$ cat src/sv/slpf_pkg.sv
`timescale 1ns / 1ps
// shared types, constants and lookup tables for the spectrum level / peak tracker
// no dependencies
package slpf_pkg;

   typedef struct packed {
      logic [15:0] level;
      logic [15:0] peak;
      logic [15:0] speed;
   } band_state_type;

   typedef struct packed {
      logic       display_mode;
      logic [2:0] level_sel;
      logic [2:0] peak_sel;
   } update_cfg_type;

   localparam int unsigned STATE_W = $bits(band_state_type);

   // settings register indexes
   localparam logic [1:0] CSR_DISPLAY_MODE = 2'd0;
   localparam logic [1:0] CSR_LEVEL_FALLOFF = 2'd1;
   localparam logic [1:0] CSR_PEAK_FALLOFF = 2'd2;
   localparam logic [1:0] CSR_REFRESH = 2'd3;

   // speed loaded when a new peak is captured, 3/256
   localparam logic [15:0] PEAK_SPEED_INIT = 16'd3;
   localparam logic [24:0] GAIN_ROUND = 25'd128;

   // level step per tick, Q8.8; selects above 4 act as 4
   function automatic logic [15:0] level_step(input logic [2:0] sel);
      logic [15:0] step;
      case (sel)
         3'd0: step = 16'd87;
         3'd1: step = 16'd128;
         3'd2: step = 16'd256;
         3'd3: step = 16'd333;
         default: step = 16'd410;
      endcase
      return step;
   endfunction

   // speed growth factor, Q.8
   function automatic logic [8:0] speed_gain(input logic [2:0] sel);
      logic [8:0] gain;
      case (sel)
         3'd0: gain = 9'd307;
         3'd1: gain = 9'd333;
         3'd2: gain = 9'd358;
         3'd3: gain = 9'd384;
         default: gain = 9'd410;
      endcase
      return gain;
   endfunction

   // redraw interval in ticks
   function automatic logic [3:0] redraw_interval(input logic [1:0] sel);
      logic [3:0] ival;
      case (sel)
         2'd0: ival = 4'd1;
         2'd1: ival = 4'd2;
         2'd2: ival = 4'd4;
         default: ival = 4'd8;
      endcase
      return ival;
   endfunction

endpackage

$ cat src/sv/slpf_update.sv
`timescale 1ns / 1ps
// per-band level / peak / speed update, combinational
// depends on slpf_pkg
module slpf_update (
   input  slpf_pkg::update_cfg_type cfg,
   input  slpf_pkg::band_state_type cur,
   input  logic [7:0]               sample,
   input  logic                     sample_valid,
   input  logic                     tick,
   output slpf_pkg::band_state_type nxt
);
   import slpf_pkg::*;

   logic [15:0] smp16;
   logic [15:0] step;
   logic [15:0] lv_new;
   logic [15:0] peak_dec;
   logic [24:0] prod;
   logic [24:0] prod_rnd;
   logic [16:0] grown;
   logic [15:0] speed_sat;
   logic        do_decay;

   assign smp16    = {sample, 8'h00};
   assign step     = level_step(cfg.level_sel);
   assign peak_dec = (cur.peak > cur.speed) ? cur.peak - cur.speed : 16'd0;
   assign prod     = 25'(cur.speed) * 25'(speed_gain(cfg.peak_sel));
   assign prod_rnd = prod + GAIN_ROUND;
   assign grown    = prod_rnd[24:8];
   assign speed_sat = grown[16] ? 16'hFFFF : grown[15:0];

   always_comb begin
      nxt      = cur;
      lv_new   = cur.level;
      do_decay = 1'b0;
      if (!cfg.display_mode) begin
         if (sample_valid && (smp16 > cur.level)) begin
            lv_new = smp16;
            if (smp16 > cur.peak) begin
               nxt.peak  = smp16;
               nxt.speed = PEAK_SPEED_INIT;
            end else begin
               do_decay = 1'b1;
            end
         end else if (tick) begin
            lv_new   = (cur.level > step) ? cur.level - step : 16'd0;
            do_decay = 1'b1;
         end
      end else if (sample_valid) begin
         lv_new = smp16;
      end
      nxt.level = lv_new;
      // a zero peak stays put along with its speed
      if (do_decay && (cur.peak != 16'd0)) begin
         nxt.peak  = (peak_dec < lv_new) ? lv_new : peak_dec;
         nxt.speed = speed_sat;
      end
   end

endmodule

$ cat src/sv/spectrum_level_peak_falloff.sv
`timescale 1ns / 1ps
// top level of the spectrum level / peak-hold tracker with band state memory
// depends on slpf_pkg and slpf_update
//
// Usage: one band item per req_ transfer (band, sample, sample_valid, tick,
// frame_end); one result per item on the rsp_ channel, in order.
// Settings are written on the csr_ port while the block is idle.
// Level, peak and peak speed of every band live in one memory word per band
// with a registered read. An item is read at its transfer into the read
// register; the update stage then writes it back and loads its result into
// the output register together, once the output register is free or being
// drained. A write-back that lands on the same band as the item
// just read is forwarded, so items may follow one another every cycle,
// sustaining one item per cycle while rsp_ready stays high.
// Reset clears the per-band valid flags at once (an unwritten band reads as
// zero) and the redraw countdown, and loads the default settings; no clearing pass.
// When the receiver stalls the result holds in the output register; the update
// stage holds behind it, and once full, req_ready drops until rsp_ready returns.
module spectrum_level_peak_falloff #(
   parameter int BANDS = 75
) (
   input  logic        clock,
   input  logic        reset,
   input  logic        req_valid,
   output logic        req_ready,
   input  logic [6:0]  req_band,
   input  logic [7:0]  req_sample,
   input  logic        req_sample_valid,
   input  logic        req_tick,
   input  logic        req_frame_end,
   output logic        rsp_valid,
   input  logic        rsp_ready,
   output logic [6:0]  rsp_band_out,
   output logic [15:0] rsp_level,
   output logic [15:0] rsp_peak,
   output logic        rsp_redraw,
   input  logic        csr_wr_en,
   input  logic [1:0]  csr_index,
   input  logic [2:0]  csr_wdata
);
   import slpf_pkg::*;

   localparam int AW = (BANDS > 1) ? $clog2(BANDS) : 1;

   // settings
   update_cfg_type cfg_ff;
   logic [1:0]     refresh_ff;

   // band state memory
   logic [STATE_W-1:0] mem [BANDS];
   logic [BANDS-1:0]   written_ff;
   logic [STATE_W-1:0] rd_data_ff;
   logic               rd_written_ff;

   // update stage
   logic        s1_vld_ff;
   logic [6:0]  s1_band_ff;
   logic [AW-1:0] s1_addr_ff;
   logic        s1_in_range_ff;
   logic [7:0]  s1_sample_ff;
   logic        s1_sample_valid_ff;
   logic        s1_tick_ff;
   logic        s1_redraw_ff;
   logic        fwd_hit_ff;
   logic [STATE_W-1:0] fwd_data_ff;

   // redraw countdown
   logic [3:0] countdown_ff;
   logic [3:0] countdown_in;
   logic       redraw_in;

   // output register
   logic        rsp_valid_ff;
   logic [6:0]  rsp_band_ff;
   logic [15:0] rsp_level_ff;
   logic [15:0] rsp_peak_ff;
   logic        rsp_redraw_ff;

   logic [7:0]     band_ext;
   logic [AW-1:0]  req_addr;
   logic           req_in_range;
   logic           accept;
   logic           s1_adv;
   logic           s1_wr;
   band_state_type cur_state;
   band_state_type nxt_state;

   assign band_ext     = {1'b0, req_band};
   assign req_addr     = band_ext[AW-1:0];
   assign req_in_range = (int'(req_band) < BANDS);

   assign s1_adv    = s1_vld_ff && (!rsp_valid_ff || rsp_ready);
   assign s1_wr     = s1_adv && s1_in_range_ff;
   assign req_ready = !s1_vld_ff || s1_adv;
   assign accept    = req_valid && req_ready;

   always_comb begin
      if (fwd_hit_ff) begin
         cur_state = band_state_type'(fwd_data_ff);
      end else if (rd_written_ff) begin
         cur_state = band_state_type'(rd_data_ff);
      end else begin
         cur_state = '0;
      end
   end

   slpf_update u_update (
      .cfg          (cfg_ff),
      .cur          (cur_state),
      .sample       (s1_sample_ff),
      .sample_valid (s1_sample_valid_ff),
      .tick         (s1_tick_ff),
      .nxt          (nxt_state)
   );

   always_comb begin
      countdown_in = countdown_ff;
      redraw_in    = 1'b0;
      if (req_tick && req_frame_end) begin
         if (countdown_ff == 4'd0) begin
            redraw_in    = 1'b1;
            countdown_in = redraw_interval(refresh_ff) - 4'd1;
         end else begin
            countdown_in = countdown_ff - 4'd1;
         end
      end
   end

   always_ff @(posedge clock) begin
      if (accept) begin
         rd_data_ff <= mem[req_addr];
      end
      if (s1_wr) begin
         mem[s1_addr_ff] <= nxt_state;
      end
   end

   always_ff @(posedge clock) begin
      if (reset) begin
         cfg_ff       <= '{display_mode: 1'b0, level_sel: 3'd2, peak_sel: 3'd2};
         refresh_ff   <= 2'd0;
         written_ff   <= '0;
         s1_vld_ff    <= 1'b0;
         countdown_ff <= 4'd0;
         rsp_valid_ff <= 1'b0;
      end else begin
         if (csr_wr_en) begin
            case (csr_index)
               CSR_DISPLAY_MODE:  cfg_ff.display_mode <= csr_wdata[0];
               CSR_LEVEL_FALLOFF: cfg_ff.level_sel <= csr_wdata;
               CSR_PEAK_FALLOFF:  cfg_ff.peak_sel <= csr_wdata;
               CSR_REFRESH:       refresh_ff <= csr_wdata[1:0];
               default: ;
            endcase
         end
         if (s1_wr) begin
            written_ff[s1_addr_ff] <= 1'b1;
         end
         if (accept) begin
            s1_vld_ff    <= 1'b1;
            countdown_ff <= countdown_in;
         end else if (s1_adv) begin
            s1_vld_ff <= 1'b0;
         end
         if (s1_adv) begin
            rsp_valid_ff <= 1'b1;
         end else if (rsp_ready) begin
            rsp_valid_ff <= 1'b0;
         end
      end
   end

   // payload registers
   always_ff @(posedge clock) begin
      if (accept) begin
         s1_band_ff         <= req_band;
         s1_addr_ff         <= req_addr;
         s1_in_range_ff     <= req_in_range;
         s1_sample_ff       <= req_sample;
         s1_sample_valid_ff <= req_sample_valid;
         s1_tick_ff         <= req_tick;
         s1_redraw_ff       <= redraw_in;
         rd_written_ff      <= written_ff[req_addr];
         // write-back landing on the band being read this same edge
         fwd_hit_ff         <= s1_wr && (s1_addr_ff == req_addr);
         fwd_data_ff        <= nxt_state;
      end
      if (s1_adv) begin
         rsp_band_ff   <= s1_band_ff;
         rsp_level_ff  <= s1_in_range_ff ? nxt_state.level : 16'd0;
         rsp_peak_ff   <= s1_in_range_ff ? nxt_state.peak : 16'd0;
         rsp_redraw_ff <= s1_redraw_ff;
      end
   end

   assign rsp_valid    = rsp_valid_ff;
   assign rsp_band_out = rsp_band_ff;
   assign rsp_level    = rsp_level_ff;
   assign rsp_peak     = rsp_peak_ff;
   assign rsp_redraw   = rsp_redraw_ff;

   // a held result blocks the update stage and the input
   assert property (@(posedge clock) disable iff (reset)
      s1_vld_ff && rsp_valid_ff && !rsp_ready |-> !req_ready)
      else $error("input taken while update stage is blocked");

   assert property (@(posedge clock) disable iff (reset)
      req_valid && req_ready |=> s1_vld_ff)
      else $error("transfer did not reach the update stage");

   assert property (@(posedge clock) disable iff (reset)
      rsp_valid && (int'(rsp_band_out) >= BANDS) |-> (rsp_level == 16'd0) && (rsp_peak == 16'd0))
      else $error("out of range band reports nonzero state");

   assert property (@(posedge clock) disable iff (reset)
      s1_adv |=> rsp_valid)
      else $error("update stage advanced without loading a result");

endmodule
$ cat config.mk
export PLATFORM = sky130hd
export DESIGN_NAME = spectrum_level_peak_falloff
export DESIGN_NICKNAME = d
export VERILOG_FILES = /design/src/sv/slpf_pkg.sv /design/src/sv/slpf_update.sv /design/src/sv/spectrum_level_peak_falloff.sv
export SDC_FILE = /design/constraint.sdc
export NUM_CORES = 2
export LEC_CHECK = 0
export BUFFER_PORTS_ARGS = -buffer_cell sky130_fd_sc_hd__clkbuf_2
export CORE_ASPECT_RATIO = 2
export CORE_MARGIN = 5
export CORE_UTILIZATION = 48
export DETAILED_ROUTE_END_ITERATION = 7
export SLEW_MARGIN = 20
export SYNTH_ARGS = -nofsm -noshare
export SYNTH_HDL_FRONTEND = slang
export SYNTH_SLANG_ARGS = --single-unit
$ cat constraint.sdc
create_clock -name clock -period 16.8 [get_ports clock]
set_input_delay 3.36 -clock clock [delete_from_list [all_inputs] [get_ports clock]]
set_output_delay 3.36 -clock clock [all_outputs]
set_load 0.005 [all_outputs]
# Word level (Yosys, flattened, before mapping)
# Memories as Yosys holds them, arrays and structs flattened. A register that Yosys moved wholly into a read port is not among the register bits.
# Cells that the tools add are included.
dict set report word_totals {
  ram_bits 3600
  word_cells 110
  out_inout_bits 42
  inputBits 28
  register_bits 199
  memories 1
}
dict set report classes {
  mux 35
  n_lt_le_gt_ge 9
  n_bitwise 1
  n_reduce_logical 25
  add_sub_neg 5
  multipliers 1
  eq_ne 12
}
# name depth width rd rd_clocked_by_memory_dff write_ports line
set memory_table {}
lappend memory_table {mem 75 48 1 1 1 spectrum_level_peak_falloff.sv:50} ;# logic [STATE_W-1:0] mem [BANDS];
# operator count
set ops {}
lappend ops {{two-way mux 16 bit} 8}
lappend ops {{two-way mux 32 bit} 4}
lappend ops {{two-way mux 48 bit} 2}
lappend ops {{OR 75 bit} 1}
lappend ops {{greater-than comparator 16 bit} 3}
lappend ops {{one-hot mux 9 bit (4 select lines)} 1}
lappend ops {{one-hot mux 8 bit (4 select lines)} 1}
lappend ops {{adder 25 x 8 -> 25 bit, second input constant} 1}
lappend ops {{multiplier 16 x 9 -> 25 bit} 1}
lappend ops {{greater-than comparator 16 x 9 -> 1 bit} 1}
lappend ops {{< comparator 16 bit} 1}
lappend ops {{< comparator 7 x 8 -> 1 bit, second input constant} 2}
lappend ops {{nonzero test 16 bit} 1}
lappend ops {{subtractor 16 bit} 1}
lappend ops {{subtractor 16 x 9 -> 16 bit} 1}
lappend ops {{two-way mux 1 bit} 13}
lappend ops {{== test 3 x 2 -> 1 bit, second input constant} 4}
lappend ops {{two-way mux 4 bit} 3}
lappend ops {{one-hot mux 4 bit (3 select lines)} 1}
lappend ops {{AND reduction 2 bit} 5}
lappend ops {{logical AND 1 bit} 8}
lappend ops {{subtractor 4 x 1 -> 4 bit, second input constant} 2}
lappend ops {{binary-select mux 1 bit (select 7 bit)} 1}
lappend ops {{demux 1 bit (select 7 bit)} 1}
lappend ops {{other kinds (12)} 21}

# Depth between registers and ports, before layout
dict set report logic_depth {
  word_depth 10
  depth_mapped 28
  depth_no_buf 22
}

# Modules after synthesis
# From an unflattened synthesis, not the netlist that was laid out.
dict set report hier_totals {
  hier_cells 7993
  area_unflattened_um2 154763.4
}
# mod seq_area_each_um2 cells_per_inst n_inst area_per_inst_um2
set modules_own_cells {}
lappend modules_own_cells {spectrum_level_peak_falloff 114619.9 7044 1 147109.8}
lappend modules_own_cells {slpf_update 0.0 949 1 7653.6}

# Worst setup path after synthesis
# OpenSTA, ideal clock, no wires.
dict set report synth_path {
  path_kind {flip-flop to flip-flop}
  from {reg rd_written_ff}
  to {reg fwd_data_ff[31], data pin}
  setup_ns 0.814
  stages_incl_launch_ff 23
  path_slack_ns 4.796
  period_less_slack_ns 12.004
  arrival_ns 11.190
  required_time_ns 15.986
  path_buffers 5
  path_cell_list {edfxtp_1 > buf_2 > nor2b_1 > clkbuf_1 > clkbuf_1 > clkbuf_1 > a22oi_1 > ha_1 > and4_1 > a221o_1 > a21oi_1 > o21ai_2 > o21ai_0 > inv_1 > ha_1 > and4_1 > o211ai_1 > nand2_1 > nand3_1 > o211ai_4 > buf_12 > nor2_1 > o31ai_1}
}
# item line
set synth_rtl {}
lappend synth_rtl {{start: declaration} spectrum_level_peak_falloff.sv:53} ;# logic rd_written_ff;
lappend synth_rtl {{start signal: assignment} spectrum_level_peak_falloff.sv:183} ;# rd_written_ff <= written_ff[req_addr];
lappend synth_rtl {{end signal: assignment} spectrum_level_peak_falloff.sv:186} ;# fwd_data_ff <= nxt_state;
lappend synth_rtl {{end: declaration} spectrum_level_peak_falloff.sv:65} ;# logic [STATE_W-1:0] fwd_data_ff;

==> flow_metrics.tcl <==
set metrics [dict create \
    synthSimpleGateAreaFrac_pct 2.03 \
    grt_max_degree 148 \
    pre_cts_slack_ns 7.97 \
    cts.sink_count 3847 \
    slew_headroom_pct 18.4 \
    ios 70 \
    finalPower_mw 24.5 \
    r2r_setup_slack_ns 8.04 \
    fp.dieW_um 410 \
    multiInputGateArea_mm2 0.0380 \
    r2r_end "mem[40][2]" \
    routabilityCongestion 0.971 \
    status "finished clean" \
    cts.clk_slew.worst_paths_ns 0.07 \
    synth_seq_cells 3847 \
    fmax_mhz 114 \
    drc 0 \
    synthXorXnorAreaFrac_pct 0.234 \
    switching_share_pct 27.5 \
    yosys.area.top_type_share_pct 73.5 \
    crit_required_ns 17.35 \
    layout-drive-gt1-share_pct 27.9 \
    p_switching_mw 6.73 \
    slew_viol_final 0 \
    antenna_found_initial 25 \
    vias 75161 \
    final_common_cell "edfxtp_1" \
    cts_tree "done" \
    powerDensity_mw_per_mm2 143 \
    whs_endpoint "rsp_redraw" \
    grt_overflow_total 0 \
    synth_edf_count 3757 \
    cts_hold_buf 0 \
    fin_crit_sh_pct 52.2 \
    tightestPinTransition_ns 1.22 \
    portBuffers 69 \
    seq_area_frac_synth_pct 74.7 \
    drtIter0Drc 8660 \
    areaGrowthSynthToFinish_pct 11.5 \
    arrival_ns 9.31 \
    hold_path.startpoint "s1_redraw_ff" \
    n_fill_cell 24117 \
    htree_levels 5 \
    vdd_drop_max_uv 308 \
    cts_buffers 329 \
    layoutNonFillerInstCount 11713 \
    synthMuxAreaShare_pct 17.8 \
    yosysTopAreaCell "edfxtp_1" \
    fin_skew_ns 0.0960 \
    cp-end-kind "flop" \
    placedCellCount 11119 \
    setup_viol 0 \
    power_frac_clock_pct 31.0 \
    synth_cell_types 76 \
    worstHoldPathCells 0 \
    hold_violations 0 \
    ys_warn_count 0 \
    r2r_cells 23 \
    grt_pass1_wl_um 608000 \
    crit_fanout 65 \
    core_mm2 0.318 \
    rsz0062_at_grt "false" \
    internal_power_mw 17.8 \
    clock_latency_ns 0.92 \
    syn-mean-instance-area_um2 21.8 \
    root_buffer "clkbuf_16" \
    fin_crit_ns 8.76 \
    die_height_um 810 \
    cts_buffer_depth 4 \
    rows 293 \
    finalSetupTns_ns 0 \
    synthCells 7035 \
    cts_resized 0 \
    start_util_pct 48.2 \
    die_area_mm2 0.332 \
    synth_area_mm2 0.153 \
    wl_um 433000 \
    combPwrFrac_pct 17.8 \
    antenna_left 0 \
    seq_power_share_pct 51.2 \
    synth-compound-area-share_pct 1.79 \
    grt_pass1_vias 77446 \
    final_nets 7562 \
    synth_ff_type "edfxtp_1" \
    placed_area_mm2 0.161 \
    synthArstFlopShare_pct 0 \
    p_leak_nw 54.6 \
    cts_setup_buffers 0 \
    cap_violations 0 \
    grtUsageTotal_pct 26.1 \
    fin_ws_ns 8.04 \
    synth_area_leaders "edfxtp_1 74%, mux4_2 17%, fa_1 1.3%" \
    reg2reg_from "fwd_hit_ff" \
    synth_top_family_by_area "multiplexers" \
    worstSetupStartpointType "flop" \
    synthAdderAreaFrac_pct 2.22 \
    most-common-layout-cells "3757 x edfxtp_1, 1127 x mux4_2, 340 x clkbuf_16, 297 x nor2_1, 233 x buf_4" \
    vias_per_cell 6.42 \
    dp_hpwl_um 242000 \
    final_area_mm2 0.171 \
    path_class "reg2reg" \
    regArea_mm2 0.115 \
    synth_fp_nets 7277 \
    crit_path_start "fwd_hit_ff" \
    dr.pass1.iters 7 \
    hold_path_class "reg2reg" \
    routedWlPerCell_um 37.0 \
]
==> logic make-up (layout without fill, tap and decap cells) <==
family                     count (synthesis)  after routing
AOI/OAI and AO/OA                        423            423
xor gates and xnor gates                  41             41
adders and majority gates                214            214
buffers and inverters                    477           1014
DFF                                     3847           3847
muxes                                   1315           1315
other                                      0             11
and+or+nand+nor                          718            718
==> flip-flops by register name, summed over array words and instances (netlist names), 2 cells and up <==
signal,count
written_ff,75
s1_sample_ff,8
rd_data_ff,48
countdown_ff,4
rsp_band_out,7
rsp_peak,16
rsp_level,16
s1_addr_ff,7
refresh_ff,2
fwd_data_ff,48
mem,3600
cfg_ff,7
==> power by group through the flow <==
stage | logic (mW) | clock network [mW] | registers, mW
3_5_place_dp | 4.34 | 0 | 12.8
3_3_place_gp | 4.19 | 0 | 12.8
6_report | 4.35 | 7.61 | 12.6
2_1_floorplan | 2.40 | 0 | 13.0
5_1_grt | 4.71 | 8.12 | 12.6
4_1_cts | 4.36 | 7.74 | 12.6
==> worst max path at each step <==
stage / end / slack (ns) / cells past startpoint
finish: mem[40][2] / 8.04 / 23
global route: mem[28][0] / 7.66 / 23
CTS: mem[28][0] / 7.98 / 23
detailed placement: rd_data_ff[20] / 7.97 / 8
global placement: rd_data_ff[17] / 8.02 / 8
floorplan: fwd_data_ff[31] / 4.80 / 22
==> routing by layer <==
| metal | vias up | track usage, % | part of all wire (%) |
|---|---|---|---|
| met5 | - | 0 | 0.0099 |
| met4 | 8 | 9.39 | 4.1 |
| met3 | 717 | 3.37 | 6.5 |
| met2 | 3161 | 47.7 | 54 |
| met1 | 41416 | 31.9 | 35 |
| li1 | 29859 | - | - |
==> final cells by class <==
cell class	count	area share [%]
Timing Repair Buffer	307	1.35
Antenna cell	11	0.0161
Sequential cell	3847	67.0
Clock inverter	185	1.01
Tap cell	4130	3.02
Clock buffer	398	5.11
Multi-Input combinational cell	2711	22.2
Inverter	124	0.280
==> critical path, stage by stage (launching register included) <==
cell	delay, ns
edfxtp_1	0.36
buf_4	0.33
nor2b_4	0.45
buf_4	0.42
a22o_1	0.27
inv_1	0.21
nor2_1	0.20
fa_1	0.46
fa_1	0.54
inv_1	0.07
fa_1	0.54
inv_1	0.06
fa_1	0.49
fa_1	0.42
ha_1	0.33
a21o_1	0.17
a21o_1	0.18
a41oi_2	0.34
a311oi_1	0.24
nor3_1	0.54
a31o_2	0.32
nor3b_1	0.10
o31ai_4	0.54
buf_4	0.64
==> through the flow <==
stage          hold slack, ns  util (%)
2_1_floorplan           0.400         -
3_3_place_gp            0.415      50.5
3_5_place_dp            0.426      50.5
4_1_cts                 0.454      53.8
5_1_grt                 0.459      53.8
6_report                0.438      53.8
==> Yosys cell counts (11+ instances only) <==
master,instances
nand2_1,175
or3_1,11
ha_1,117
nor3_1,18
mux4_2,1127
nand4_1,11
edfxtp_1,3757
nand2b_1,17
xnor2_1,24
xor2_1,17
mux2_2,58
a22o_1,24
dfxtp_1,90
buf_1,98
o21ba_2,11
a31oi_1,24
fa_1,97
and3_1,11
a21o_1,30
o21ai_0,145
clkbuf_1,231
nor2_1,372
nand3_1,30
buf_2,23
a211oi_1,12
a22oi_1,28
a21oi_1,69
mux2i_1,130
nor2b_1,17
inv_1,121
Power figures use the tool's default switching activity.
